--- src/rtl/core/npc_pkg.sv ---
`timescale 1ns / 1ps
// ----------------------------------------------------------------------------
// npc_pkg
// Shared types and constants of the near-plane triangle clipper.
// ----------------------------------------------------------------------------
package npc_pkg;

  localparam int unsigned DIV_STEPS  = 4;
  localparam int unsigned DIV_STAGES = 8;
  localparam logic [30:0] NEAR_RESET = 31'd66;

  typedef logic [2:0][31:0] vtx_t;

  typedef enum logic [1:0] {
    MODE_NONE,
    MODE_ONE,
    MODE_TWO,
    MODE_ALL
  } mode_t;

  typedef struct packed {
    logic signed [31:0] a_x;
    logic signed [31:0] a_y;
    logic signed [31:0] a_z;
    logic signed [31:0] b_x;
    logic signed [31:0] b_y;
    logic signed [31:0] b_z;
    logic signed [31:0] c_x;
    logic signed [31:0] c_y;
    logic signed [31:0] c_z;
  } in_t;

  typedef struct packed {
    logic signed [31:0] out_a_x;
    logic signed [31:0] out_a_y;
    logic signed [31:0] out_a_z;
    logic signed [31:0] out_b_x;
    logic signed [31:0] out_b_y;
    logic signed [31:0] out_b_z;
    logic signed [31:0] out_c_x;
    logic signed [31:0] out_c_y;
    logic signed [31:0] out_c_z;
    logic               last_of_run;
  } out_t;

  typedef struct packed {
    logic [32:0]      rem;
    logic [32:0]      den;
    logic [31:0]      q;
    logic [2:0]       neg;
    logic [2:0][31:0] mag;
  } lane_t;

  typedef struct packed {
    mode_t          mode;
    vtx_t           k0;
    vtx_t           k1;
    vtx_t           k2;
    lane_t [1:0]    lane;
  } item_t;

  typedef struct packed {
    mode_t mode;
    vtx_t  k0;
    vtx_t  k1;
    vtx_t  k2;
    vtx_t  x0;
    vtx_t  x1;
  } tri_set_t;

endpackage

--- src/rtl/core/npc_classify.sv ---
`timescale 1ns / 1ps
// ----------------------------------------------------------------------------
// npc_classify
// Classes the vertices against the near plane and sets up both edge lanes.
// ----------------------------------------------------------------------------
module npc_classify (
  input  logic           clk,
  input  logic           rst_n,
  input  logic           en,
  input  logic           in_valid,
  input  npc_pkg::in_t   in_data,
  input  logic [30:0]    near_r,
  output logic           valid_r,
  output npc_pkg::item_t item_r
);

  npc_pkg::vtx_t  v [3];
  logic [2:0]     ins;
  logic [1:0]     ea0, eb0, ea1, eb1;
  npc_pkg::mode_t mode;
  npc_pkg::item_t item_nxt;

  function automatic npc_pkg::lane_t make_lane(npc_pkg::vtx_t va, npc_pkg::vtx_t vb,
                                               logic [30:0] nr);
    npc_pkg::lane_t l;
    logic [32:0]    d;
    l.den = {va[2][31], va[2]} - {vb[2][31], vb[2]};
    l.rem = {va[2][31], va[2]} - {2'b00, nr};
    l.q   = '0;
    for (int k = 0; k < 3; k++) begin
      d        = {vb[k][31], vb[k]} - {va[k][31], va[k]};
      l.neg[k] = d[32];
      l.mag[k] = d[32] ? 32'(-d) : d[31:0];
    end
    return l;
  endfunction

  always_comb begin
    v[0] = {in_data.a_z, in_data.a_y, in_data.a_x};
    v[1] = {in_data.b_z, in_data.b_y, in_data.b_x};
    v[2] = {in_data.c_z, in_data.c_y, in_data.c_x};
    for (int i = 0; i < 3; i++) begin
      ins[i] = $signed(v[i][2]) >= $signed({1'b0, near_r});
    end
    ea0 = 2'd0;
    eb0 = 2'd1;
    ea1 = 2'd1;
    eb1 = 2'd2;
    case (ins)
      3'b000: mode = npc_pkg::MODE_NONE;
      3'b111: mode = npc_pkg::MODE_ALL;
      3'b001: begin
        mode = npc_pkg::MODE_ONE;
        ea0 = 2'd0; eb0 = 2'd1; ea1 = 2'd0; eb1 = 2'd2;
      end
      3'b010: begin
        mode = npc_pkg::MODE_ONE;
        ea0 = 2'd1; eb0 = 2'd0; ea1 = 2'd1; eb1 = 2'd2;
      end
      3'b100: begin
        mode = npc_pkg::MODE_ONE;
        ea0 = 2'd2; eb0 = 2'd0; ea1 = 2'd2; eb1 = 2'd1;
      end
      3'b011: begin
        mode = npc_pkg::MODE_TWO;
        ea0 = 2'd0; eb0 = 2'd2; ea1 = 2'd1; eb1 = 2'd2;
      end
      3'b101: begin
        mode = npc_pkg::MODE_TWO;
        ea0 = 2'd0; eb0 = 2'd1; ea1 = 2'd2; eb1 = 2'd1;
      end
      3'b110: begin
        mode = npc_pkg::MODE_TWO;
        ea0 = 2'd1; eb0 = 2'd0; ea1 = 2'd2; eb1 = 2'd0;
      end
      default: mode = npc_pkg::MODE_NONE;
    endcase
    item_nxt.mode    = mode;
    item_nxt.k0      = v[ea0];
    item_nxt.k1      = v[ea1];
    item_nxt.k2      = v[2];
    item_nxt.lane[0] = make_lane(v[ea0], v[eb0], near_r);
    item_nxt.lane[1] = make_lane(v[ea1], v[eb1], near_r);
  end

  always_ff @(posedge clk) begin
    if (!rst_n) begin
      valid_r <= 1'b0;
    end else if (en) begin
      valid_r <= in_valid;
    end
  end

  always_ff @(posedge clk) begin
    if (en) begin
      item_r <= item_nxt;
    end
  end

endmodule

--- config.mk ---
export PLATFORM = sky130hd
export DESIGN_NAME = npc_classify
export DESIGN_NICKNAME = d
export VERILOG_FILES = /design/src/rtl/core/npc_pkg.sv /design/src/rtl/core/npc_classify.sv
export SDC_FILE = /design/constraint.sdc
export NUM_CORES = 2
export LEC_CHECK = 0
export BUFFER_PORTS_ARGS = -buffer_cell sky130_fd_sc_hd__buf_2
export CORE_MARGIN = 2
export CORE_UTILIZATION = 30
export DETAILED_ROUTE_END_ITERATION = 6
export HOLD_SLACK_MARGIN = 0.05
export RECOVER_POWER = 100
export SYNTH_ARGS = -nofsm -noshare
export SYNTH_HDL_FRONTEND = slang
export SYNTH_SLANG_ARGS = --single-unit
--- constraint.sdc ---
create_clock -name clk -period 10.45 [get_ports clk]
set_input_delay 2.6125 -clock clk [delete_from_list [all_inputs] [get_ports clk]]
set_output_delay 2.6125 -clock clk [all_outputs]
set_load 0.01 [all_outputs]
Word level (Yosys, flattened, before mapping)
Index checks and enable logic that the tools add are counted.
Widths: inputs -> output; s select.

word-level totals
  register bits = 621
  word-level logic and storage cells = 87
  output and inout port bits = 685

cells by class
  equality and inequality tests = 7
  add/sub/neg operators = 16
  reduce and logical (&&, ||, !) cells = 7
  multiplexer cells = 23
  bitwise logic cells = 4
  order comparisons = 7

operators by type and width
  cell                count
  $bmux 96 s2         4
  $mux 96             8
  $sub 32x32->33      10
  $mux 32             6
  $neg 32->32         6
  $ge 32x32->1        3
  $pmux 2 s2          4
  $eq 3x3->1 const B  4
  $ge 3x3->1 const B  4
  $not 2->3           4
  $reduce_or 3->1     4
  $pmux 2 s4          1
  $eq 3x2->1 const B  2
  $reduce_or 2->1     2
  $eq 3x1->1 const B  1
  $logic_not 3->1     1

Logic depth before layout (Yosys ltp)
  depth in word-level cells = 11
  mapped depth = 35
  mapped depth without buffers = 30

Worst setup path before layout
Ideal clock, no wire load.

  kind = input-to-reg
  start point = input port near_r[9]
  end point = register item_r[95] in the netlist's numbering (data pin)
  data arrival time = 9.415 ns
  library setup time = 0.261 ns
  stages on the path = 28
  path slack = 0.773 ns
  required time = 10.189 ns
  path buffers = 3
  cells stage by stage = inv_1 -> ha_1 -> a21o_1 -> a21o_1 -> a21oi_1 -> nor2b_1 -> o21ai_0 -> a21oi_1 -> o31a_1 -> a211oi_1 -> inv_1 -> nor2_1 -> clkbuf_1 -> buf_2 -> mux2i_1 -> a21o_1 -> ha_1 -> clkbuf_1 -> nand2_1 -> o31a_2 -> o31ai_1 -> a21oi_1 -> xnor2_1 -> or4_1 -> or4b_1 -> nor4b_2 -> mux2i_1 -> xnor2_1

RTL lines
  element                 RTL line            RTL
  start: declaration      npc_classify.sv:12  input logic [30:0] near_r,
  end signal: assignment  npc_classify.sv:96  item_r <= item_nxt;
  end: declaration        npc_classify.sv:14  output npc_pkg::item_t item_r

==> impl_metrics.json <==
{
  "die_x_um": 413,
  "post-route-period-util_pct": 97.0,
  "worst_path_largest_cell_delay_ps": 880,
  "hold_viol": 0,
  "cts_setup_buffers": 0,
  "synthCells": 5324,
  "synthDistinctLibCells": 101,
  "p_seq_share_pct": 29.2,
  "io_pins": 1008,
  "dp_cells": 8975,
  "insertion_delay_ps": 710,
  "area_growth_pct": 26.7,
  "synth.cell_area_um2": 50300,
  "synth.top_cells.by_area": "edfxtp_1 37%, ha_1 10%, xnor2_1 5.1%",
  "htreeDepth": 3,
  "failed_checks": "max-capacitance violations, max-slew violations",
  "ff2ff_setup_slack_ps": 9820,
  "final.fill_count": 17159,
  "grt_pass1_vias": 45856,
  "via_per_inst": 5.57,
  "dr.pass1.iters": 6,
  "combPwrFrac_pct": 50.8,
  "die_y_um": 413,
  "worst_slew_pin_slew_ps": 4670,
  "yosysSeqAreaShare_pct": 37.0,
  "sw_frac_of_total_pct": 42.7,
  "drtAntennaViolNets": 0,
  "timing_worst_setup_path_type": "primary input to flop",
  "synth_ff_type": "edfxtp_1",
  "ir_drop_mv": 0.128,
  "yosysTopAreaCellShare_pct": 36.9,
  "synthArstFlopShare_pct": 0,
  "power.switching_uw": 5770,
  "pre_cts_slack_ps": -377,
  "die_area_um2": 171000,
  "cts_hold_buf": 0,
  "crit_fanout": 9,
  "leakage_uw": 0.0264,
  "hpwl_um": 219000,
  "max_freq_ghz": 0.0987,
  "cp.required_ps": 10970,
  "root_buffer": "clkbuf_16",
  "skew_ps": 0,
  "power.density_nw_per_um2": 212,
  "startpoint_type": "primary input",
  "synth_largest_area_cell": "edfxtp_1",
  "arrival_ps": 10650,
  "globalplace.congestion": 1.01,
  "grt_pass1_wl_um": 353000,
  "routed_wl_um": 262000,
  "ys_seq_elements": 619,
  "rows": 150,
  "grt_max_degree": 167,
  "min_period_ps": 10130,
  "clk_pin_slew_ps": 60,
  "cap_violations": 8,
  "clockBufferDepth": 3,
  "cts_sinks": 619,
  "finalNetCount": 7605,
  "start_util_pct": 30.1,
  "cts_tree": "built",
  "slew_violations": 634,
  "status": "finished, violations left",
  "setup_tns_ps": 0,
  "drcViolationCount": 0,
  "overflow": 0,
  "hold_class": "flop to flop",
  "setup_viol": 0,
  "crit_path_end_kind": "flop",
  "drt_iter0_markers": 5849,
  "synth-edff-count": 618,
  "core_um2": 167000,
  "drive_gt1_share_pct": 15.5,
  "cts_buffers": 77,
  "wl_per_cell_um": 28.7,
  "synth_most_common_cell": "edfxtp_1",
  "layout.cells.non_filler": 9149,
  "antenna_found_initial": 87,
  "io_buffers": 943,
  "ys_top_cells_by_count": "618 x edfxtp_1, 462 x nor2_1, 437 x o21ai_0",
  "rsz0062_at_grt": "false",
  "synth_warnings": 0,
  "slowest_stage": "o41ai_1",
  "grt_usage_pct": 29.2,
  "setup_ws_ps": 318,
  "fin_util_pct": 38.2,
  "intPower_uw": 7750,
  "max_slew_margin_pct": -211,
  "syn_avg_cell_area_um2": 9.44,
  "vias": 50976,
  "power_uw": 13500,
  "pwr-share-clk_pct": 20.0
}
-- final cells by class --
type	instances	area, um^2	area share [%]
multi-input cells	4306	29900	47.0
flip-flops and latches	619	18600	29.2
repair buffers	1696	9310	14.6
well taps	2204	2760	4.33
clock buffers	88	1970	3.09
inverters	150	563	0.884
clock inverters	52	498	0.782
diodes	34	85.1	0.134
-- sequential cells by signal (all words and copies together), names as in the netlist --
| signal | count |
|---|---|
| item_r | 618 |
| valid_r | 1 |
-- cell usage in the layout (no fill, tap or decap), types with 15 or more instances in the layout --
cell	count
o21a_1	222
nor3_1	86
o22a_1	127
buf_12	17
nand3_1	56
or3_1	38
nor4_1	15
a211oi_1	42
ha_1	421
nor2_1	461
o31ai_1	46
a21boi_0	16
and3_1	22
clkbuf_4	34
or2_2	25
o22ai_1	70
diode_2	34
nor2b_1	60
inv_1	148
a21oi_1	428
xnor2_1	295
nand2b_1	53
buf_2	232
nand2_1	320
buf_4	595
a21o_1	252
and2_1	16
mux2i_1	197
nand4_1	45
clkbuf_1	819
o21bai_1	37
conb_1	64
clkbuf_16	77
o211ai_1	25
xor2_1	135
a31oi_1	48
o21ai_0	440
edfxtp_1	618
-- timing repair --
item	in CTS	in global routing
setup endpoints to repair	0	44
resized for setup	0	1
hold endpoints to repair	0	0
-- routing by layer --
layer / GRT usage (%) / share of wire (%) / up-vias
met5: 0 / 0.096 / -
met4: 10.7 / 4.2 / 38
met3: 6.05 / 8.7 / 447
met2: 40.7 / 40 / 2703
met1: 43.7 / 47 / 24880
li1: - / - / 22908
-- path summary, 6_finish.rpt --
| kind | start | endpoint | cells after the start |
|---|---|---|---|
| setup / recovery | in_data[209] | item_r[160] | 30 |
| hold / removal | valid_r | valid_r | 2 |
| setup reg to reg | valid_r | valid_r | 2 |
| hold reg to reg | valid_r | valid_r | 2 |
-- power groups by stage --
| stage | Clock [uW] | Sequential (uW) | Combinational (uW) |
|---|---|---|---|
| after CTS | 2770 | 3910 | 7020 |
| after global placement | 0 | 3950 | 6970 |
| final | 2710 | 3940 | 6870 |
| after detailed placement | 0 | 3950 | 6970 |
| after global routing | 2840 | 3980 | 7320 |
| after floorplan | 0 | 4150 | 3240 |
-- stage by stage --
step | area, um^2 | hold WS [ps]
floorplan | 50500 | 538
global route | 63700 | 587
finish | 63700 | 546
global placement | 62500 | 492
detailed placement | 62500 | 533
CTS | 65000 | 545
-- cells by family after synthesis --
group / after synthesis / synth area share [%]
AOI/OAI and AO/OA: 1898 / 24.6
and+or+nand+nor: 1282 / 12.0
xor gates and xnor gates: 430 / 7.49
muxes: 200 / 3.99
adders and majority gates: 432 / 10.9
DFF: 619 / 37.0
other: 1 / 0.00746
buffers and inverters: 462 / 4.02
-- worst max-delay path, delay by kind of cell --
family / cells / cell delay [ps]
AO/OA/AOI/OAI: 16 / 4410
buffers and inverters: 7 / 1630
AND/OR/NAND/NOR: 3 / 1030
adder cells (fa/ha/maj): 2 / 630
XOR/XNOR: 1 / 160
multiplexers: 1 / 120
Note: power is estimated with default switching activity, not from simulation.
