<file path="src/rtl/core/npc_pkg.sv">
`timescale 1ns / 1ps
// ----------------------------------------------------------------------------
// npc_pkg
// Shared types and constants of the near-plane triangle clipper.
// ----------------------------------------------------------------------------
package npc_pkg;

  localparam int unsigned DIV_STEPS  = 4;
  localparam int unsigned DIV_STAGES = 8;
  localparam logic [30:0] NEAR_RESET = 31'd66;

  typedef logic [2:0][31:0] vtx_t;

  typedef enum logic [1:0] {
    MODE_NONE,
    MODE_ONE,
    MODE_TWO,
    MODE_ALL
  } mode_t;

  typedef struct packed {
    logic signed [31:0] a_x;
    logic signed [31:0] a_y;
    logic signed [31:0] a_z;
    logic signed [31:0] b_x;
    logic signed [31:0] b_y;
    logic signed [31:0] b_z;
    logic signed [31:0] c_x;
    logic signed [31:0] c_y;
    logic signed [31:0] c_z;
  } in_t;

  typedef struct packed {
    logic signed [31:0] out_a_x;
    logic signed [31:0] out_a_y;
    logic signed [31:0] out_a_z;
    logic signed [31:0] out_b_x;
    logic signed [31:0] out_b_y;
    logic signed [31:0] out_b_z;
    logic signed [31:0] out_c_x;
    logic signed [31:0] out_c_y;
    logic signed [31:0] out_c_z;
    logic               last_of_run;
  } out_t;

  typedef struct packed {
    logic [32:0]      rem;
    logic [32:0]      den;
    logic [31:0]      q;
    logic [2:0]       neg;
    logic [2:0][31:0] mag;
  } lane_t;

  typedef struct packed {
    mode_t          mode;
    vtx_t           k0;
    vtx_t           k1;
    vtx_t           k2;
    lane_t [1:0]    lane;
  } item_t;

  typedef struct packed {
    mode_t mode;
    vtx_t  k0;
    vtx_t  k1;
    vtx_t  k2;
    vtx_t  x0;
    vtx_t  x1;
  } tri_set_t;

endpackage

</file>
<file path="src/rtl/core/npc_emit.sv">
`timescale 1ns / 1ps
// ----------------------------------------------------------------------------
// npc_emit
// Output register that sends the one or two triangles of each clipped input.
// ----------------------------------------------------------------------------
module npc_emit (
  input  logic              clk,
  input  logic              rst_n,
  input  logic              set_valid,
  input  npc_pkg::tri_set_t set_in,
  output logic              take,
  output logic              out_valid,
  input  logic              out_stall,
  output npc_pkg::out_t     out_data
);

  logic          valid_r, valid_nxt;
  logic          two_r, two_nxt;
  logic          phase_r, phase_nxt;
  npc_pkg::vtx_t t0a_r, t0b_r, t0c_r, t1a_r, t1b_r, t1c_r;
  npc_pkg::vtx_t va, vb, vc;
  logic          last;

  assign last = !two_r || phase_r;
  assign take = !valid_r || (!out_stall && last);

  always_comb begin
    valid_nxt = valid_r;
    two_nxt   = two_r;
    phase_nxt = phase_r;
    if (take) begin
      valid_nxt = set_valid && (set_in.mode != npc_pkg::MODE_NONE);
      two_nxt   = set_in.mode == npc_pkg::MODE_TWO;
      phase_nxt = 1'b0;
    end else if (!out_stall) begin
      phase_nxt = 1'b1;
    end
  end

  always_ff @(posedge clk) begin
    if (!rst_n) begin
      valid_r <= 1'b0;
      two_r   <= 1'b0;
      phase_r <= 1'b0;
    end else begin
      valid_r <= valid_nxt;
      two_r   <= two_nxt;
      phase_r <= phase_nxt;
    end
  end

  always_ff @(posedge clk) begin
    if (take) begin
      t0a_r <= set_in.k0;
      t1a_r <= set_in.k1;
      t1b_r <= set_in.x1;
      t1c_r <= set_in.x0;
      case (set_in.mode)
        npc_pkg::MODE_ALL: begin
          t0b_r <= set_in.k1;
          t0c_r <= set_in.k2;
        end
        npc_pkg::MODE_ONE: begin
          t0b_r <= set_in.x0;
          t0c_r <= set_in.x1;
        end
        default: begin
          t0b_r <= set_in.k1;
          t0c_r <= set_in.x0;
        end
      endcase
    end
  end

  always_comb begin
    va = phase_r ? t1a_r : t0a_r;
    vb = phase_r ? t1b_r : t0b_r;
    vc = phase_r ? t1c_r : t0c_r;
    out_data.out_a_x     = va[0];
    out_data.out_a_y     = va[1];
    out_data.out_a_z     = va[2];
    out_data.out_b_x     = vb[0];
    out_data.out_b_y     = vb[1];
    out_data.out_b_z     = vb[2];
    out_data.out_c_x     = vc[0];
    out_data.out_c_y     = vc[1];
    out_data.out_c_z     = vc[2];
    out_data.last_of_run = last;
  end

  assign out_valid = valid_r;

endmodule

</file>
<file path="config.mk">
export PLATFORM = sky130hd
export DESIGN_NAME = npc_emit
export DESIGN_NICKNAME = d
export VERILOG_FILES = /design/src/rtl/core/npc_pkg.sv /design/src/rtl/core/npc_emit.sv
export SDC_FILE = /design/constraint.sdc
export NUM_CORES = 1
export LEC_CHECK = 0
export ABC_CLOCK_PERIOD_IN_PS = 48900
export BUFFER_PORTS_ARGS = -buffer_cell sky130_fd_sc_hd__buf_4
export CORE_AREA = 3 3 303 305
export CTS_CLUSTER_DIAMETER = 200
export CTS_CLUSTER_SIZE = 20
export DETAILED_ROUTE_END_ITERATION = 8
export DIE_AREA = 0 0 306 308
export PLACE_DENSITY = 0.6
export RECOVER_POWER = 100
export SYNTH_ARGS = -nofsm -noshare
export SYNTH_HDL_FRONTEND = slang
export SYNTH_SLANG_ARGS = --single-unit
</file>
<file path="constraint.sdc">
create_clock -name clk -period 48.9 [get_ports clk]
set_input_delay 2.445 -clock clk [delete_from_list [all_inputs] [get_ports clk]]
set_output_delay 2.445 -clock clk [all_outputs]
set_load 0.01 [all_outputs]
</file>
### Word level (Yosys, flattened, before mapping)

Cells that the tools add are included.

| storage, ports and cells | value |
|---|---|
| bits in registers | 579 |
| bits in latches | 0 |
| memory bits (writable) | 0 |
| ROM bits | 0 |
| input port bits | 486 |
| output and inout port bits | 291 |
| logic and storage cells | 39 |
| memories kept | 0 |

| cells by class | value |
|---|---|
| $add $sub $neg | 0 |
| $mul | 0 |
| div/mod/pow operators | 0 |
| $lt $le $gt $ge | 0 |
| eq/ne operators | 3 |
| shift operators | 0 |
| multiplexer cells | 5 |
| bitwise logic cells | 1 |
| reduce and logical (&&, ||, !) cells | 9 |

Operator list:

| kind | count |
|---|---|
| 96-bit 2-to-1 mux | 4 |
| 96-bit one-hot mux with 2 select lines | 1 |
| 2-bit == test, second input constant | 2 |
| 1-bit logical NOT | 3 |
| 2-bit by 1-bit == test with 1-bit output, second input constant | 1 |
| 1-bit logical AND | 2 |
| 1-bit logical OR | 2 |
| 2-bit nonzero test | 1 |
| 2-bit OR reduction | 1 |
| 1-bit inverter | 1 |

### Logic depth before layout (Yosys ltp)

| logic depth | value |
|---|---|
| word-level depth | 5 |
| gate-level depth with buffers | 6 |
| mapped depth without buffers | 3 |

### Worst setup path after synthesis

Ideal clock, no wire load.

| timing | value |
|---|---|
| kind | input -> register |
| from | in out_stall |
| to | reg valid_r, in the netlist out_valid |
| setup time | 1.953 ns |
| data arrival time | 44.410 ns |
| required time | 46.947 ns |
| path slack | 2.538 ns |
| stages on the path | 2 |
| path buffers | 0 |
| path through | o21ai_0 > a21boi_0 |

| on the way | value |
|---|---|
| longest elaborated chain between the ends | 3 |

RTL lines:

| what | line | RTL |
|---|---|---|
| start, declared | npc_emit.sv:13 | `input logic out_stall,` |
| 1-bit logical NOT | -- |  |
| 1-bit logical AND | npc_emit.sv:25 | `assign take = !valid_r \|\| (!out_stall && last);` |
| 1-bit logical OR | npc_emit.sv:25 |  |
| end signal, assigned | npc_emit.sv:46 | `valid_r <= valid_nxt;` |
| end, declared | npc_emit.sv:17 | `logic valid_r, valid_nxt;` |

Every way passes these cells.
A chain may end at the register's enable or synchronous reset.

### Final worst setup path

| timing | value |
|---|---|
| from | in out_stall |
| to | reg t1a_r[50] in the netlist's numbering, enable pin |

| on the way | value |
|---|---|
| longest elaborated chain between the ends | 3 |

RTL lines:

| what | line | RTL |
|---|---|---|
| 1-bit logical NOT | -- |  |
| 1-bit logical AND | npc_emit.sv:25 |  |
| 1-bit logical OR | npc_emit.sv:25 |  |
| end signal, assigned | npc_emit.sv:55 | `t1a_r <= set_in.k1;` |
| end, declared | npc_emit.sv:20 | `npc_pkg::vtx_t t0a_r, t0b_r, t0c_r, t1a_r, t1b_r, t1c_r;` |

Every way passes these cells.

==> results by group <==
Placement
  • I/O Buffers: between 700 and 800
  • Cell Area, Placed: just over 30000 um2
  • DP Cell Count: ~3200
  • Detail Placement HPWL: about 52 mm
  • Final GP Congestion: slightly below 0.9
  • Setup WS pre-CTS: about 43000 ps

Drt
  • Post-route ant nets: 0
  • Number of vias per cell: ~4.4
  • DRC: 0
  • Iteration-0 DRC Markers: 743
  • DR WL/cell: approximately 22 um
  • Vias: between 10000 and 15000
  • WL final: between 70 and 80 mm
  • Pre-antenna DRT Iters: 4

Clock network
  • Clock tree buffer depth: 3
  • TritonCTS clock tree: done
  • Worst-path clk slew: around 80 ps
  • Clock H-tree levels: 2
  • Cts hold-fix bufs: 0
  • Total CTS buffers: 34
  • Worst skew pair latency: between 500 and 600 ps
  • Post-cts sizing count: 0
  • Clk root buf: clkbuf_16
  • Post-CTS Setup Bufs: 0
  • # clock sinks: 579

Global routing
  • Total gr overflow: 0
  • Vias in the first global route: between 15000 and 20000
  • Met3 GRT Util: just under 4%
  • Global-route wire length before repair: between 100 and 150 mm
  • Met1 global-route usage: roughly 16%
  • GRT busiest layer: met2
  • Antenna violations before repair: 12
  • Largest net degree at the start of global routing: between 150 and 200
  • Met2 track demand over resource: between 20% and 30%
  • GR Util All Layers: between 10% and 20%

Power and ir drop
  • LEAKAGE: 10.8 nW
  • Worst ir drop on vdd: about 25 uV
  • Pwr per Cell Area: approximately 34 nW/um2

Status
  • Status: finished, violations left
  • Violated checks: max-capacitance violations, max-slew violations

Setup path
  • Reg2Reg Depth: 5
  • Startpoint class of the critical path: input pin
  • Reg-to-reg endpoint: t1a_r[50]$_DFFE_PP_
  • Critical Path RT: slightly below 50000 ps
  • Worst Setup SP: out_stall
  • Critical Setup Path Class: input pin to register
  • Crit path DAT: roughly 20000 ps
  • Crit path capture type: register
  • Crit-path max FO: between 150 and 200
  • Reg2reg setup slack: between 20000 and 30000 ps
  • Critical path capture point: t1a_r[50]$_DFFE_PP_
  • R2r startpoint: phase_r$_SDFFE_PP0N_

Logic synthesis
  • Cells after synthesis: roughly 1300
  • FF+latch count, synth: a little under 600
  • Post-synthesis compound-gate area fraction: approximately 2.1%
  • Simple-Gate Fraction of Synth Area: 1.70%
  • Seq/Total Area, Yosys: 72.0%
  • Synth Cell Area: approximately 24000 um2
  • Xor/xnor cell area share of the yosys netlist: 0%
  • Syn avg cell area: ~18 um2
  • Post-synthesis adder-cell area fraction: 0%
  • Syn. warnings: 0
  • Net Count, Synth: ~1800
  • Mux share of post-synthesis cell area: between 20% and 30%
  • Unique masters post-synth: 21
  • Largest family of logic cells by synthesized area: multiplexers

STA
  • Unrepaired setup endpoints after global routing: false
  • Final hold slack: around 470 ps
  • Worst-margin pin slew: 10220 ps
  • Final TNS setup: 0 ps
  • Max Freq: approximately 50 MHz
  • Tcrit/Tclk final: 41.3%
  • Final worst setup slack: ~29000 ps
  • Relative slew slack: -581%
  • Setup violators final: 0
  • Final min period: 20190 ps
  • Slew Viols, Final: around 1200
  • Endpoints failing hold: 0
  • Worst Clk Skew: around 16 ps

Final layout
  • Synth-to-Final Area Change: 25.2%
  • Final Net Count: ~2600
  • Ratio of cells with drive above 1 in the final layout: a little over 30%
  • Final Cell Area: between 30000 and 40000 um2
  • Post-Layout Cell Count: roughly 3300

Floorplan
  • Die footprint: 94200 um2
  • Core ar.: approximately 90000 um2
  • Die Span X: between 300 and 400 um
  • I/O Pins: 777
  • Core Rows: between 100 and 150
  • Die H: 308 um
  • Starting density of the core: around 27%

Min path
  • WHS Path Cells: 2
  • HP Class: register to register

Flow run
  • Max Cap Viol: 15
[metrics by stage]
| step | power, mW | utilization [%] |
|---|---|---|
| finish | 1.03 | 33.7 |
| global route | 1.08 | 33.7 |
| CTS | 1.07 | 35.9 |
| detailed placement | 0.769 | 34.8 |
| global placement | 0.765 | 34.8 |
| floorplan | 0.713 | - |
[where the power goes]
part | total (mW) | switching (mW) | internal, mW
combinational | 0.126 | 0.0700 | 0.0562
sequential | 0.608 | 0.0103 | 0.597
clock | 0.297 | 0.160 | 0.137
[critical path, cell delays in order]
cell	delay [ps]
clkbuf_1	140
o21ai_4	150
clkbuf_1	7050
clkbuf_1	2900
clkbuf_1	6940
[cell families after synthesis]
kind of cell,Yosys count
DFF,579
and+or+nand+nor,106
muxes,480
AOI/OAI and AO/OA,101
buffers and inverters,78
[worst min-delay path by stage]
stage	startpoint	endpoint	slack, ps
5_1_grt	two_r$_SDFFE_PN0P_	phase_r$_SDFFE_PP0N_	510
3_5_place_dp	two_r$_SDFFE_PN0P_	phase_r$_SDFFE_PP0N_	460
3_3_place_gp	two_r$_SDFFE_PN0P_	phase_r$_SDFFE_PP0N_	450
2_1_floorplan	two_r$_SDFFE_PN0P_	phase_r$_SDFFE_PP0N_	440
4_1_cts	two_r$_SDFFE_PN0P_	phase_r$_SDFFE_PP0N_	470
6_report	two_r$_SDFFE_PN0P_	phase_r$_SDFFE_PP0N_	470
[registers in the layout, indices dropped and copies added, names as in the netlist]
name	count
t0a_r	96
t0b_r	96
t0c_r	96
t1a_r	96
t1b_r	96
t1c_r	96
out_valid	1
phase_r	1
two_r	1
[area by class of cell]
cell class | instances | area (um2)
Antenna cell | 10 | 25.0
Clock buffer | 44 | 952
Fill cell | 9078 | 59400
Inverter | 1 | 3.75
Multi-Input combinational cell | 687 | 6220
Sequential cell | 579 | 17400
Tap cell | 1176 | 1470
Timing Repair Buffer | 791 | 4160
[placed cells by master (no fill, tap or decap)]
cell type	synthesis	routed
nor2b_1	1	1
diode_2	0	10
edfxtp_1	576	576
inv_1	1	1
nand2_1	4	4
buf_4	4	146
a21boi_0	2	2
nand2b_1	2	2
o21ai_4	0	1
buf_6	5	1
mux2i_1	96	96
nand3b_1	1	1
nor2_1	97	97
clkbuf_4	0	168
mux2_1	0	82
mux2_2	344	300
dfxtp_1	3	3
o21ai_0	2	1
nand3_1	1	1
clkbuf_16	0	37
a21oi_1	97	97
clkbuf_1	15	483
mux2_4	40	2
[layer usage]
metal  routed length (um)  up-vias
li1                     -     6693
met2                37500      469
met3                 4990       95
met5                   13        -
met1                27200     7306
met4                 1950        2
[cell usage after synthesis]
cell type	number	area share, %
edfxtp_1	576	72
mux2_2	344	16
a21oi_1	97	2.0
nor2_1	97	1.5
mux2i_1	96	4.0
buf_2	49	1.0
mux2_4	40	2.5
clkbuf_1	15	0.23
buf_6	5	0.23
buf_4	4	0.12
nand2_1	4	0.062
buf_1	3	0.047
dfxtp_1	3	0.25
a21boi_0	2	0.062
nand2b_1	2	0.052
o21ai_0	2	0.041
clkbuf_2	1	0.021
inv_1	1	0.016
nand3_1	1	0.021
nand3b_1	1	0.031
nor2b_1	1	0.026
Power figures use the tool's default switching activity.
