$ cat src/rtl/core/npc_pkg.sv
`timescale 1ns / 1ps
// ----------------------------------------------------------------------------
// npc_pkg
// Shared types and constants of the near-plane triangle clipper.
// ----------------------------------------------------------------------------
package npc_pkg;

  localparam int unsigned DIV_STEPS  = 4;
  localparam int unsigned DIV_STAGES = 8;
  localparam logic [30:0] NEAR_RESET = 31'd66;

  typedef logic [2:0][31:0] vtx_t;

  typedef enum logic [1:0] {
    MODE_NONE,
    MODE_ONE,
    MODE_TWO,
    MODE_ALL
  } mode_t;

  typedef struct packed {
    logic signed [31:0] a_x;
    logic signed [31:0] a_y;
    logic signed [31:0] a_z;
    logic signed [31:0] b_x;
    logic signed [31:0] b_y;
    logic signed [31:0] b_z;
    logic signed [31:0] c_x;
    logic signed [31:0] c_y;
    logic signed [31:0] c_z;
  } in_t;

  typedef struct packed {
    logic signed [31:0] out_a_x;
    logic signed [31:0] out_a_y;
    logic signed [31:0] out_a_z;
    logic signed [31:0] out_b_x;
    logic signed [31:0] out_b_y;
    logic signed [31:0] out_b_z;
    logic signed [31:0] out_c_x;
    logic signed [31:0] out_c_y;
    logic signed [31:0] out_c_z;
    logic               last_of_run;
  } out_t;

  typedef struct packed {
    logic [32:0]      rem;
    logic [32:0]      den;
    logic [31:0]      q;
    logic [2:0]       neg;
    logic [2:0][31:0] mag;
  } lane_t;

  typedef struct packed {
    mode_t          mode;
    vtx_t           k0;
    vtx_t           k1;
    vtx_t           k2;
    lane_t [1:0]    lane;
  } item_t;

  typedef struct packed {
    mode_t mode;
    vtx_t  k0;
    vtx_t  k1;
    vtx_t  k2;
    vtx_t  x0;
    vtx_t  x1;
  } tri_set_t;

endpackage

$ cat src/rtl/core/npc_div_stage.sv
`timescale 1ns / 1ps
// ----------------------------------------------------------------------------
// npc_div_stage
// One stage of the restoring divider that forms the edge ratio of both lanes.
// ----------------------------------------------------------------------------
module npc_div_stage (
  input  logic           clk,
  input  logic           rst_n,
  input  logic           en,
  input  logic           valid_in,
  input  npc_pkg::item_t item_in,
  output logic           valid_r,
  output npc_pkg::item_t item_r
);

  npc_pkg::item_t item_nxt;
  logic [33:0]    r2;

  always_comb begin
    item_nxt = item_in;
    r2       = '0;
    for (int l = 0; l < 2; l++) begin
      for (int s = 0; s < int'(npc_pkg::DIV_STEPS); s++) begin
        r2 = {item_nxt.lane[l].rem, 1'b0};
        if (r2 >= {1'b0, item_nxt.lane[l].den}) begin
          r2 = r2 - {1'b0, item_nxt.lane[l].den};
          item_nxt.lane[l].q = {item_nxt.lane[l].q[30:0], 1'b1};
        end else begin
          item_nxt.lane[l].q = {item_nxt.lane[l].q[30:0], 1'b0};
        end
        item_nxt.lane[l].rem = r2[32:0];
      end
    end
  end

  always_ff @(posedge clk) begin
    if (!rst_n) begin
      valid_r <= 1'b0;
    end else if (en) begin
      valid_r <= valid_in;
    end
  end

  always_ff @(posedge clk) begin
    if (en) begin
      item_r <= item_nxt;
    end
  end

endmodule

$ cat config.mk
export PLATFORM = sky130hd
export DESIGN_NAME = npc_div_stage
export DESIGN_NICKNAME = d
export VERILOG_FILES = /design/src/rtl/core/npc_pkg.sv /design/src/rtl/core/npc_div_stage.sv
export SDC_FILE = /design/constraint.sdc
export NUM_CORES = 1
export LEC_CHECK = 0
export BUFFER_PORTS_ARGS = -buffer_cell sky130_fd_sc_hd__buf_2
export CORE_AREA = 2 2 531 533
export DETAILED_ROUTE_END_ITERATION = 7
export DIE_AREA = 0 0 533 535
export PLACE_DENSITY_LB_ADDON = 0.05
export SLEW_MARGIN = 5
export SYNTH_ARGS = -nofsm -noshare
export SYNTH_HDL_FRONTEND = slang
export SYNTH_SLANG_ARGS = --single-unit
$ cat constraint.sdc
create_clock -name clk -period 10.08 [get_ports clk]
set_input_delay 0 -clock clk [delete_from_list [all_inputs] [get_ports clk]]
set_output_delay 0 -clock clk [all_outputs]
set_load 0.1 [all_outputs]
After elaboration in Yosys (flattened, before gate mapping)
Index checks and enable logic that the tools add are counted.
- register bits after elaboration: 685
- bits in latches: 0
- RAM bits: 0
- ROM bits: 0
- input bits: 688
- logic and storage cells: 59
- memories: 0
- add/sub/neg operators: 8
- $mul: 0
- div/mod/pow operators: 0
- magnitude comparators: 8
- equal/unequal tests: 0
- shifts and indexed selects: 0
- mux-type cells: 16
- bitwise logic cells: 0
- reduce and logical (&&, ||, !) cells: 0
- operators by type and width (operator ; number):
    $ge 34x33->1 ; 8
    $mux 33 ; 8
    $sub 33x33->33 ; 8
    $mux 1 ; 8

Logic depth before layout (Yosys ltp)
Gate-level depths: netlist (run 1).
- depth in word-level cells: 8
- mapped depth: 56
- depth with buffers taken out: 49

Worst setup path before layout (run 1)
Ideal clock, no wire load.
- kind: input-to-reg
- start: input port item_in[328] in the netlist's numbering
- end: register item_r[364] in the netlist's numbering (data pin)
- library setup time: 260 ps
- arrival: 10650 ps
- slack: -830 ps
- stages on the path: 49
- buffers on the path: 6
- path through: buf_2 -> inv_1 -> fa_1 -> a211oi_1 -> o211ai_2 -> a21oi_1 -> o21a_1 -> a2111o_1 -> and2_4 -> clkbuf_1 -> clkbuf_1 -> o21ai_0 -> ha_1 -> a21oi_1 -> o21ai_0 -> o21bai_1 -> a21boi_0 -> o21ai_0 -> (+13 left out) -> o31a_4 -> inv_2 -> buf_2 -> mux2_2 -> ha_1 -> a21o_1 -> a21o_1 -> a221oi_1 -> a21oi_1 -> a31oi_1 -> a21oi_1 -> a31oi_1 -> a21oi_1 -> and2_1 -> nor4_4 -> nor2_2 -> buf_6 -> mux2_4
- RTL lines (what ; RTL line ; text):
    start, declared ; npc_div_stage.sv:11 ; input npc_pkg::item_t item_in,
    end signal, assigned ; npc_div_stage.sv:46 ; item_r <= item_nxt;
    end, declared ; npc_div_stage.sv:13 ; output npc_pkg::item_t item_r

==> metrics list, run 1 <==
* Outcome: finished, final reports clean
* Routed wire length per instance: 28.56 µm
- Worst hold path depth: 2
* Top post-synthesis cells by count: 684 x sky130_fd_sc_hd__edfxtp_1, 268 x sky130_fd_sc_hd__a21oi_1, 258 x sky130_fd_sc_hd__ha_1, 194 x sky130_fd_sc_hd__nand2_1, 187 x sky130_fd_sc_hd__nor2_1
- For this run, the register share of the synthesized area comes to 0.5569.
- The initial utilization of the core area, before any placement, comes to 0.1324.
* Yosys cell types: 97
- Required time at the endpoint of the critical path: 10.67 ns
- Library cell occupying the most area in the post-synthesis netlist: sky130_fd_sc_hd__edfxtp_1
- The total count of max-transition violations in the final report was 0.
* Post-synthesis async set-or-reset flop share: 0
- The floorplan step defined a die boundary enclosing 285200 µm².
* Setup crit end kind: flip-flop
- Wires add up to 305.4 mm.
- Clock latency on the worst-skew pair: 0.85 ns
- Across all register-to-register paths, the minimum setup slack is 8.93 ns.
* Post-synthesis share of cell area spent on xor and xnor gates: 0.05148
- Weighted congestion at the end of routability-driven global placement: 0.8773
- Total Power Consumption: 24.40 mW
- Setup violations remaining at the end of the flow were counted as 0.
* Overall via count from detail_route: 40460
- Fraction of layout cells with a size suffix above 1: 0.4739
* Cell area power density: 323.9 nW/µm²
* Worst setup path category: in2reg
* Dominant register cell in the synthesized netlist: sky130_fd_sc_hd__edfxtp_1
- The clock net in this run drives a total of 685 sinks.
* Post-synth top area share: 0.5564
- The first TritonRoute pass finished after 5 iterations.
* Gate count after technology mapping: 2984
- Counting both buffers and inverters, the worst setup path holds a total of 16.
* Critical path fanouts, max: 8
* Post-detailed-route DRC marker count: 0
* Multiplexer share of the synthesized area: 0.04891
- Placed Cells: 9215
- Worst slew margin relative to its limit: 0.2866
- The H-tree was split into 3 levels.
* Worst stage delay on the critical path: 0.39 ns
- Dividing the synthesized area by the synthesized cell count gives 12.37 µm².
- The multi-input combinational cells in the finished layout cover a total of 17540 µm².
- Dividing the final minimum period by the clock period gives 1.000.
- After synthesis, the largest family of logic cells by area is compound AO/OA/AOI/OAI gates.
- Across the routed clock network, the largest skew measured is 0 ns.
- The endpoint identified for the worst register-to-register timing path is valid_r.
- TritonCTS built the clock tree.
- Drt via density: 3.783
- In this run the deepest clock path goes through 4 buffers.
- Before CTS, the worst setup slack after placement is -2.004 ns.
- The number of hold violations in the final report came to 0.
* PortBufs: 1364
- Crit. Startpoint: item_in[329]
* Netlist Area Pre-Place: 36920 µm²
- Setup slack closes at 0.0003286 ns.
- Among all cell types in the netlist, the one instantiated most often is sky130_fd_sc_hd__edfxtp_1.
* Hold path endpoint: item_r[625]
- The finished layout holds 10690 standard cells, fillers aside.
* Arrival time worst endpoint: 10.67 ns
- Counting cells, the worst reg-to-reg path comes to 3.
* Number of fill cells: 29920
- Vias in the first global route: 41360
- Number of enable-type register cells in the synthesized netlist: 684
* Number of placement rows: 194
- First-pass GRT wire length: 392.6 mm
- Counting flops and latches in the post-synthesis netlist gives 685.
* Post-synthesis compound-gate area fraction: 0.1438
* Net count reported at finish: 7774
* Period minus WS final: 10.08 ns
* Die width: 533 µm
- Setup repair after global routing could not meet its margin everywhere.
* Nature of the critical path startpoint: input port
* Sequential cell area: 20560 µm²
* Area delta synth->final: 104.1%
- Yosys attributes the largest share of cell area to sky130_fd_sc_hd__edfxtp_1 56%, sky130_fd_sc_hd__ha_1 8.7%, sky130_fd_sc_hd__a21oi_1 3.6%.
- Root buffer cell: sky130_fd_sc_hd__clkbuf_16
- Slew at the pin closest to its max-slew limit: 1.070 ns
* Min-delay worst type: in2reg
* Static Leak: 33.04 nW
- Peak supply drop: 0.2283 mV
- The startpoint identified for the worst register-to-register timing path is valid_r.
- Clock-pin slew was measured on the worst setup and hold paths at 0.06 ns.
- Area inside the core boundary: 278900 µm²
- Total congestion overflow: 0
- Across every metal layer, demand over resource in global routing totals 0.2052.
- Synthesis produced a netlist with a net count of 3932.
- Largest net degree at the start of global routing: 143
* Kind of cell adding the most delay to the critical path: compound AO/OA/AOI/OAI gates
- 1st-iter DRT viols: 2227
- Critical path's most frequent cell: sky130_fd_sc_hd__buf_4
- Static timing analysis puts the maximum clock frequency at 99.21 MHz.
* Antenna violations before repair: 98
- Max-cap violation count: 0
- 1373 I/O pins were placed.
- Critical-path top delay cell: sky130_fd_sc_hd__fa_2
- The floorplan step set the die height to 535 µm.
- After legalization and detailed placement, the total HPWL measured 258.7 mm.
- Startpoint of the tightest hold check path: item_in[625]
* Synthesized-area fraction occupied by and/or/nand/nor cells: 0.08904
- Of the total synthesized cell area, the portion taken by full adders, half adders and majority gates is 0.08853.
* Number of warning messages in the yosys log: 0
- Remaining antenna violation count after routing: 0
- Number of buffers added by the clock tree synthesis step: 102
## power by group
group	total (mW)	leakage, nW	internal (mW)	switching, mW
Clock	3.75	1.62	2.22	1.53
Combinational	16.7	24.7	7.57	9.13
Sequential	3.95	6.70	3.79	0.159
Total	24.4	33.0	13.6	10.8
## cell usage in the layout (no fill, tap or decap), types with 14 or more instances in the layout
master                          Yosys  layout
sky130_fd_sc_hd__a21o_1           130     130
sky130_fd_sc_hd__a21oi_1          268     195
sky130_fd_sc_hd__a21oi_2            1      64
sky130_fd_sc_hd__a31oi_1           28      22
sky130_fd_sc_hd__and2_1            18      14
sky130_fd_sc_hd__and3_1            31      21
sky130_fd_sc_hd__buf_12             0      23
sky130_fd_sc_hd__buf_2             15    1355
sky130_fd_sc_hd__buf_4              0    1240
sky130_fd_sc_hd__buf_6             12      18
sky130_fd_sc_hd__bufinv_16          0      14
sky130_fd_sc_hd__clkbuf_1          24      17
sky130_fd_sc_hd__clkbuf_16          0     111
sky130_fd_sc_hd__clkinv_1           1      21
sky130_fd_sc_hd__diode_2            0      67
sky130_fd_sc_hd__dlygate4sd3_1      0    1135
sky130_fd_sc_hd__edfxtp_1         684     684
sky130_fd_sc_hd__ha_1             258     200
sky130_fd_sc_hd__ha_4               0      50
sky130_fd_sc_hd__inv_1            123     109
sky130_fd_sc_hd__mux2_2            78      57
sky130_fd_sc_hd__mux2_4            55      77
sky130_fd_sc_hd__nand2_1          194     187
sky130_fd_sc_hd__nand2b_1          27      26
sky130_fd_sc_hd__nand3_1           55      50
sky130_fd_sc_hd__nand4_1           25      25
sky130_fd_sc_hd__nor2_1           187     166
sky130_fd_sc_hd__nor2b_1           20      17
sky130_fd_sc_hd__nor3_1            46      41
sky130_fd_sc_hd__o211ai_1          14      14
sky130_fd_sc_hd__o21a_1            48      47
sky130_fd_sc_hd__o21ai_0          139     102
sky130_fd_sc_hd__o21ai_1            8      21
sky130_fd_sc_hd__o21ai_2            3      23
sky130_fd_sc_hd__o21bai_1          26      24
sky130_fd_sc_hd__xnor2_1          130     130
sky130_fd_sc_hd__xor2_1            87      86
## worst max path at each step
stage | to | cells after the start | slack, ns
floorplan | item_r[191] | 54 | 0.0002
global placement | item_r[372] | 51 | -1.91
detailed placement | item_r[369] | 50 | -2.00
CTS | item_r[368] | 53 | 0.003
global route | item_r[376] | 58 | -0.28
finish | item_r[372] | 59 | 0.0003
## state kept, by name, summed over array words and instances, names as in the netlist
name and count:
item_r 684, valid_r 1
## area by class of cell
| type | count | area share |
|---|---|---|
| inverters | 128 | 0.007257 |
| diodes | 67 | 0.002225 |
| clock inverters | 61 | 0.009332 |
| clock buffers | 120 | 0.03505 |
| flip-flops and latches | 685 | 0.2729 |
| well taps | 3724 | 0.06184 |
| repair buffers | 3791 | 0.3786 |
| multi-input cells | 2118 | 0.2328 |
## metrics by stage
stage                     area [µm²]    util  TNS (ns)  hold WS [ns]
after floorplan                37080       -         0       0.09887
after global placement         57460  0.2060   -120.70        0.1769
after detailed placement       57460  0.2060   -117.18        0.1781
after CTS                      73310  0.2628         0      0.003559
after global routing           75190  0.2696    -6.809       0.01524
final                          75350  0.2702         0       0.02761
## worst register-to-register path, stage by stage (launching register included)
cell and delay (ns):
sky130_fd_sc_hd__dfxtp_1 0.31, sky130_fd_sc_hd__mux2i_1 0.13, sky130_fd_sc_hd__nor2b_1 0.06, sky130_fd_sc_hd__dlygate4sd3_1 0.54
## repair_timing
action	4_1_cts	5_1_grt
gates resized for setup	140	300
cloned	4	8
hold endpoints to repair	696	0
pin swaps	51	122
setup endpoints to repair	68	68
hold buffers	1135	0
setup buffers	48	46
## cells by family after synthesis
family | after synthesis
fa+ha+maj | 260
flops | 685
buf+inv | 181
simple gates | 680
xor+xnor | 217
mux | 143
compound gates | 818
## metal layers
layer / global-route usage / share of wire
met1: 0.2861 / 0.46
met2: 0.3327 / 0.46
met3: 0.03604 / 0.059
met4: 0.03568 / 0.018
met5: 0 / 0.0010
(Power assumes the default switching activity.)
==> inputs of run 2 (changes only) <==
Settings changed: ABC_AREA set to 1.
==> run 2 against run 1 <==
- final cell count is 9.5% higher
- clock power decreased by 3%
- register-to-register slack got worse by 0.05 ns
- count of clock-buffer cells in the layout fell by 2
- worst setup slack improved by 0.74 ns
- fmax up 8.0%
- sequential share of layout area increased by 0.79 points
- total power down 7.7%
- design area down 2.8%
- synthesized area up 8.6%
- critical path type unchanged
==> metrics list, run 2 <==
- Top area cells in the synthesized netlist: sky130_fd_sc_hd__edfxtp_1 51%, sky130_fd_sc_hd__nand2_1 12%, sky130_fd_sc_hd__ha_1 8.1% (was sky130_fd_sc_hd__edfxtp_1 56%, sky130_fd_sc_hd__ha_1 8.7%, sky130_fd_sc_hd__a21oi_1 3.6%).
- Netlist Area Pre-Place: 40080 µm² (was 36920 µm²)
- Remaining antenna violation count after routing: 0 (unchanged)
- Topmost layer with routed signal wires: met5 (unchanged)
- Total die area: 285200 µm² (unchanged)
- Nature of the critical path startpoint: input port (unchanged)
- The register area share after synthesis is 0.5130 (was 0.5569).
- The met2 layer wire length in the routed design is 146.8 mm (was 139.4 mm).
- Leading cell type by number of instances after synthesis: sky130_fd_sc_hd__nand2_1 (was sky130_fd_sc_hd__edfxtp_1)
- The headroom to the max-slew limit was 0.3173 (was 0.2866).
- The width of the die was 533 µm (unchanged).
* Critical path fanouts, max: 22 (was 8)
- Top post-synthesis cells by count: 1232 x sky130_fd_sc_hd__nand2_1, 684 x sky130_fd_sc_hd__edfxtp_1, 525 x sky130_fd_sc_hd__inv_1, 307 x sky130_fd_sc_hd__nor2_1, 286 x sky130_fd_sc_hd__a21oi_1 (was 684 x sky130_fd_sc_hd__edfxtp_1, 268 x sky130_fd_sc_hd__a21oi_1, 258 x sky130_fd_sc_hd__ha_1, 194 x sky130_fd_sc_hd__nand2_1, 187 x sky130_fd_sc_hd__nor2_1)
* Fraction of layout cells with a size suffix above 1: 0.3238 (was 0.4739)
- I/O pin count: 1373 (unchanged)
- The data arrival time of the critical path is 9.86 ns (was 10.67 ns).
* Slew at the pin closest to its max-slew limit: 1.015 ns (was 1.070 ns)
- The detailed-route wire length came to 335.8 mm (was 305.4 mm).
- Gate count after technology mapping: 4385 (was 2984)
* Overall via count from detail_route: 45610 (was 40460)
- Post-Place Cell Area: 58480 µm² (was 57460 µm²)
- Post-detailed-route DRC marker count: 0 (unchanged)
- Syn_nets: 5333 (was 3932)
- Commonest cells after routing, fill and taps aside: 1363 x sky130_fd_sc_hd__buf_2, 1232 x sky130_fd_sc_hd__nand2_1, 1134 x sky130_fd_sc_hd__dlygate4sd3_1 (was 1355 x sky130_fd_sc_hd__buf_2, 1240 x sky130_fd_sc_hd__buf_4, 1135 x sky130_fd_sc_hd__dlygate4sd3_1).
- The number of buffers on the longest clock path is 4 (unchanged).
* Number of buffers added by the clock tree synthesis step: 103 (was 102)
* Register with the most flip-flops: item_r (unchanged)
- The height of the chip was 535 µm (unchanged).
* PortBufs: 1364 (unchanged)
- The setup total negative slack came to 0 ns (unchanged).
- The synthesis-stage register bit count came to 685 (unchanged).
- The clock skew came to 0 ns (unchanged).
* Fmax: 107.1 MHz (was 99.21 MHz)
- Core Util, Final: 0.2625 (was 0.2702)
* Static Leak: 33.99 nW (was 33.04 nW)
- Final number of setup-violating endpoints: 0 (unchanged)
- Number of fill cells: 30610 (was 29920)
- The total congestion overflow was 0 (unchanged).
* Required time at the endpoint of the critical path: 10.61 ns (was 10.67 ns)
* Dominant register cell in the synthesized netlist: sky130_fd_sc_hd__edfxtp_1 (unchanged)
- The buffer type at the clock tree root is sky130_fd_sc_hd__clkbuf_16 (unchanged).
* Post-synth top area share: 0.5125 (was 0.5564)
- The post-route fraction of the period consumed by the critical path is 0.9261 (was 1.000).
- Final number of hold-violating endpoints: 0 (unchanged)
- The sum of net half-perimeters after detailed placement came to 290.4 mm (was 258.7 mm).
- Biggest regs: item_r: 684 flops, valid_r: 1 flops (unchanged).
- The number of flip-flops under the largest register name was 684 (unchanged).
- Period minus WS final: 9.335 ns (was 10.08 ns)
* Unrepaired setup endpoints after global routing: false (was true)
- The wire length of the first global-routing pass is 436.2 mm (was 392.6 mm).
- Max Slew Vio Count: 0 (unchanged)
- Number of iterations in the first detailed-routing pass: 5 (unchanged)
* Vias in the first global route: 46830 (was 41360)
- Number of enable-type register cells in the synthesized netlist: 684 (unchanged)
- Post-synthesis async set-or-reset flop share: 0 (unchanged)
* Final std cell area, no fill: 73220 µm² (was 75350 µm²)
- The total routing usage reported by global routing was 0.2272 (was 0.2052).
* Met3 routed WL: 13.16 mm (was 18.08 mm)
- The nature of the critical path endpoint was a flip-flop (unchanged).
- Peak supply drop: 0.1497 mV (was 0.2283 mV)
* Reg2reg path depth: 3 (unchanged)
* Max-cap violation count: 0 (unchanged)
- The critical path's largest stage delay came to 0.54 ns (was 0.39 ns).
- The library cell with the largest summed area after synthesis was sky130_fd_sc_hd__edfxtp_1 (unchanged).
- Most common cell after layout, fill and taps aside: sky130_fd_sc_hd__buf_2 (unchanged)
- Drt via density: 3.897 (was 3.783)
- Cell area power density: 307.5 nW/µm² (was 323.9 nW/µm²)
- Initial Util: 0.1437 (was 0.1324)
- The clock-pin slew of the registers on the worst-case setup and hold paths came to 0.06 ns (about the same).
- The startpoint-to-endpoint class of the critical path is in2reg (unchanged).
* Clock Sinks: 685 (unchanged)
* Clock latency on the worst-skew pair: 0.81 ns (was 0.85 ns)
* Area inside the core boundary: 278900 µm² (unchanged)
* Antenna violations before repair: 59 (was 98)
- The maximum number of pins on one net before global-route repair is 137 (was 143).
- The critical path's slowest cell is sky130_fd_sc_hd__dlygate4sd3_1 (was sky130_fd_sc_hd__fa_2).
- Depth of the CTS H-tree: 3 (unchanged)
* Routed wire length per instance: 28.69 µm (was 28.56 µm)
- The Yosys warning count is 0 (unchanged).
* 1st-iter DRT viols: 3018 (was 2227)
* Weighted congestion at the end of routability-driven global placement: 0.9761 (was 0.8773)
* Net count reported at finish: 8814 (was 7774)
* Area delta synth->final: 82.69% (was 104.1%)
- Routed metal-1 wire length: 170.9 mm (was 142.0 mm)
* Clock tree from TritonCTS: yes (unchanged)
- Average cell area after synthesis: 9.140 µm² (was 12.37 µm²)
* Worst hold path depth: 2 (unchanged)
- The worst min-delay path class is in2reg (unchanged).
- The number of unique standard cell types used by synthesis came to 53 (was 97).
- Number of placement rows: 194 (unchanged)
- Outcome: finished, final reports clean (unchanged)
## run 2: cell count changes after synthesis, sizes merged, moves of 26 or more
cell | before | now
xnor2 | 130 | 96
nand3 | 55 | 258
a21o | 130 | 31
a21oi | 269 | 296
nand4 | 26 | 52
buf | 29 | 55
and3 | 31 | 2
nand2 | 194 | 1254
nand2b | 27 | 0
mux2 | 134 | 0
inv | 127 | 533
nor2 | 190 | 325
o21ai | 150 | 215
## run 2: through the flow
stage                     hold WS, ns  worst slack [ns]  instances  power, mW
final                         0.03690            0.7450      11710      22.51
after global routing         0.005394          0.005232      11680      24.07
after CTS                    0.001351            0.4078      11670      22.87
after detailed placement       0.1781            0.1641      10350      18.67
after global placement         0.1771           0.08538      10350      18.78
after floorplan               0.09346             2.489       4385      11.74
## run 2: per-layer routing
| layer | vias to the layer above | GRT usage |
|---|---|---|
| met5 | - | 0 |
| met4 | 6 | 0.03316 |
| met3 | 200 | 0.02873 |
| met2 | 1208 | 0.3544 |
| met1 | 22310 | 0.3373 |
| li1 | 21890 | - |
## run 2: cells by family (layout without fill, tap and decap cells)
group	Yosys count	count (layout)	share of synthesized area
xor gates and xnor gates	188	188	0.04109
AOI/OAI and AO/OA	649	649	0.09154
and+or+nand+nor	2008	2008	0.2119
other	0	34	0
DFF	685	685	0.5130
buffers and inverters	595	4157	0.06091
adders and majority gates	260	260	0.08155
## run 2: layout make-up
type / count / area (µm²) / area share
repair buffers: 3438 / 25580 / 0.3494
flip-flops and latches: 685 / 20560 / 0.2808
multi-input cells: 3105 / 17090 / 0.2334
well taps: 3724 / 4659 / 0.06364
clock buffers: 118 / 2655 / 0.03626
inverters: 533 / 2012 / 0.02748
clock inverters: 68 / 581.8 / 0.007946
diodes: 34 / 85.08 / 0.001162
## run 2: worst max-delay path, delay by kind of cell
kind	cells	cell delay, ns
AO/OA/AOI/OAI	19	3.88
adder cells (fa/ha/maj)	4	1.35
AND/OR/NAND/NOR	15	1.60
buffers and inverters	15	2.94
## run 2: worst paths after layout
kind | startpoint | to | slack (ns)
worst max-delay path | item_in[146] | item_r[176] | 0.75
worst min-delay path | item_in[80] | item_r[80] | 0.04
worst max register to register | valid_r | valid_r | 8.88
worst min register to register | valid_r | valid_r | 1.09
## run 2: what timing repair did
action	CTS	global route
endpoints found under the setup margin	0	58
gates resized for setup	0	11
buffers inserted	0	3
hold endpoints to repair	688	1
hold buffers	1134	1
## run 2: power breakdown
group          switching [mW]  leakage (nW)  internal (mW)
clock network            1.59          1.58           2.07
registers               0.199          6.70           3.76
logic                    9.28          25.7           5.62
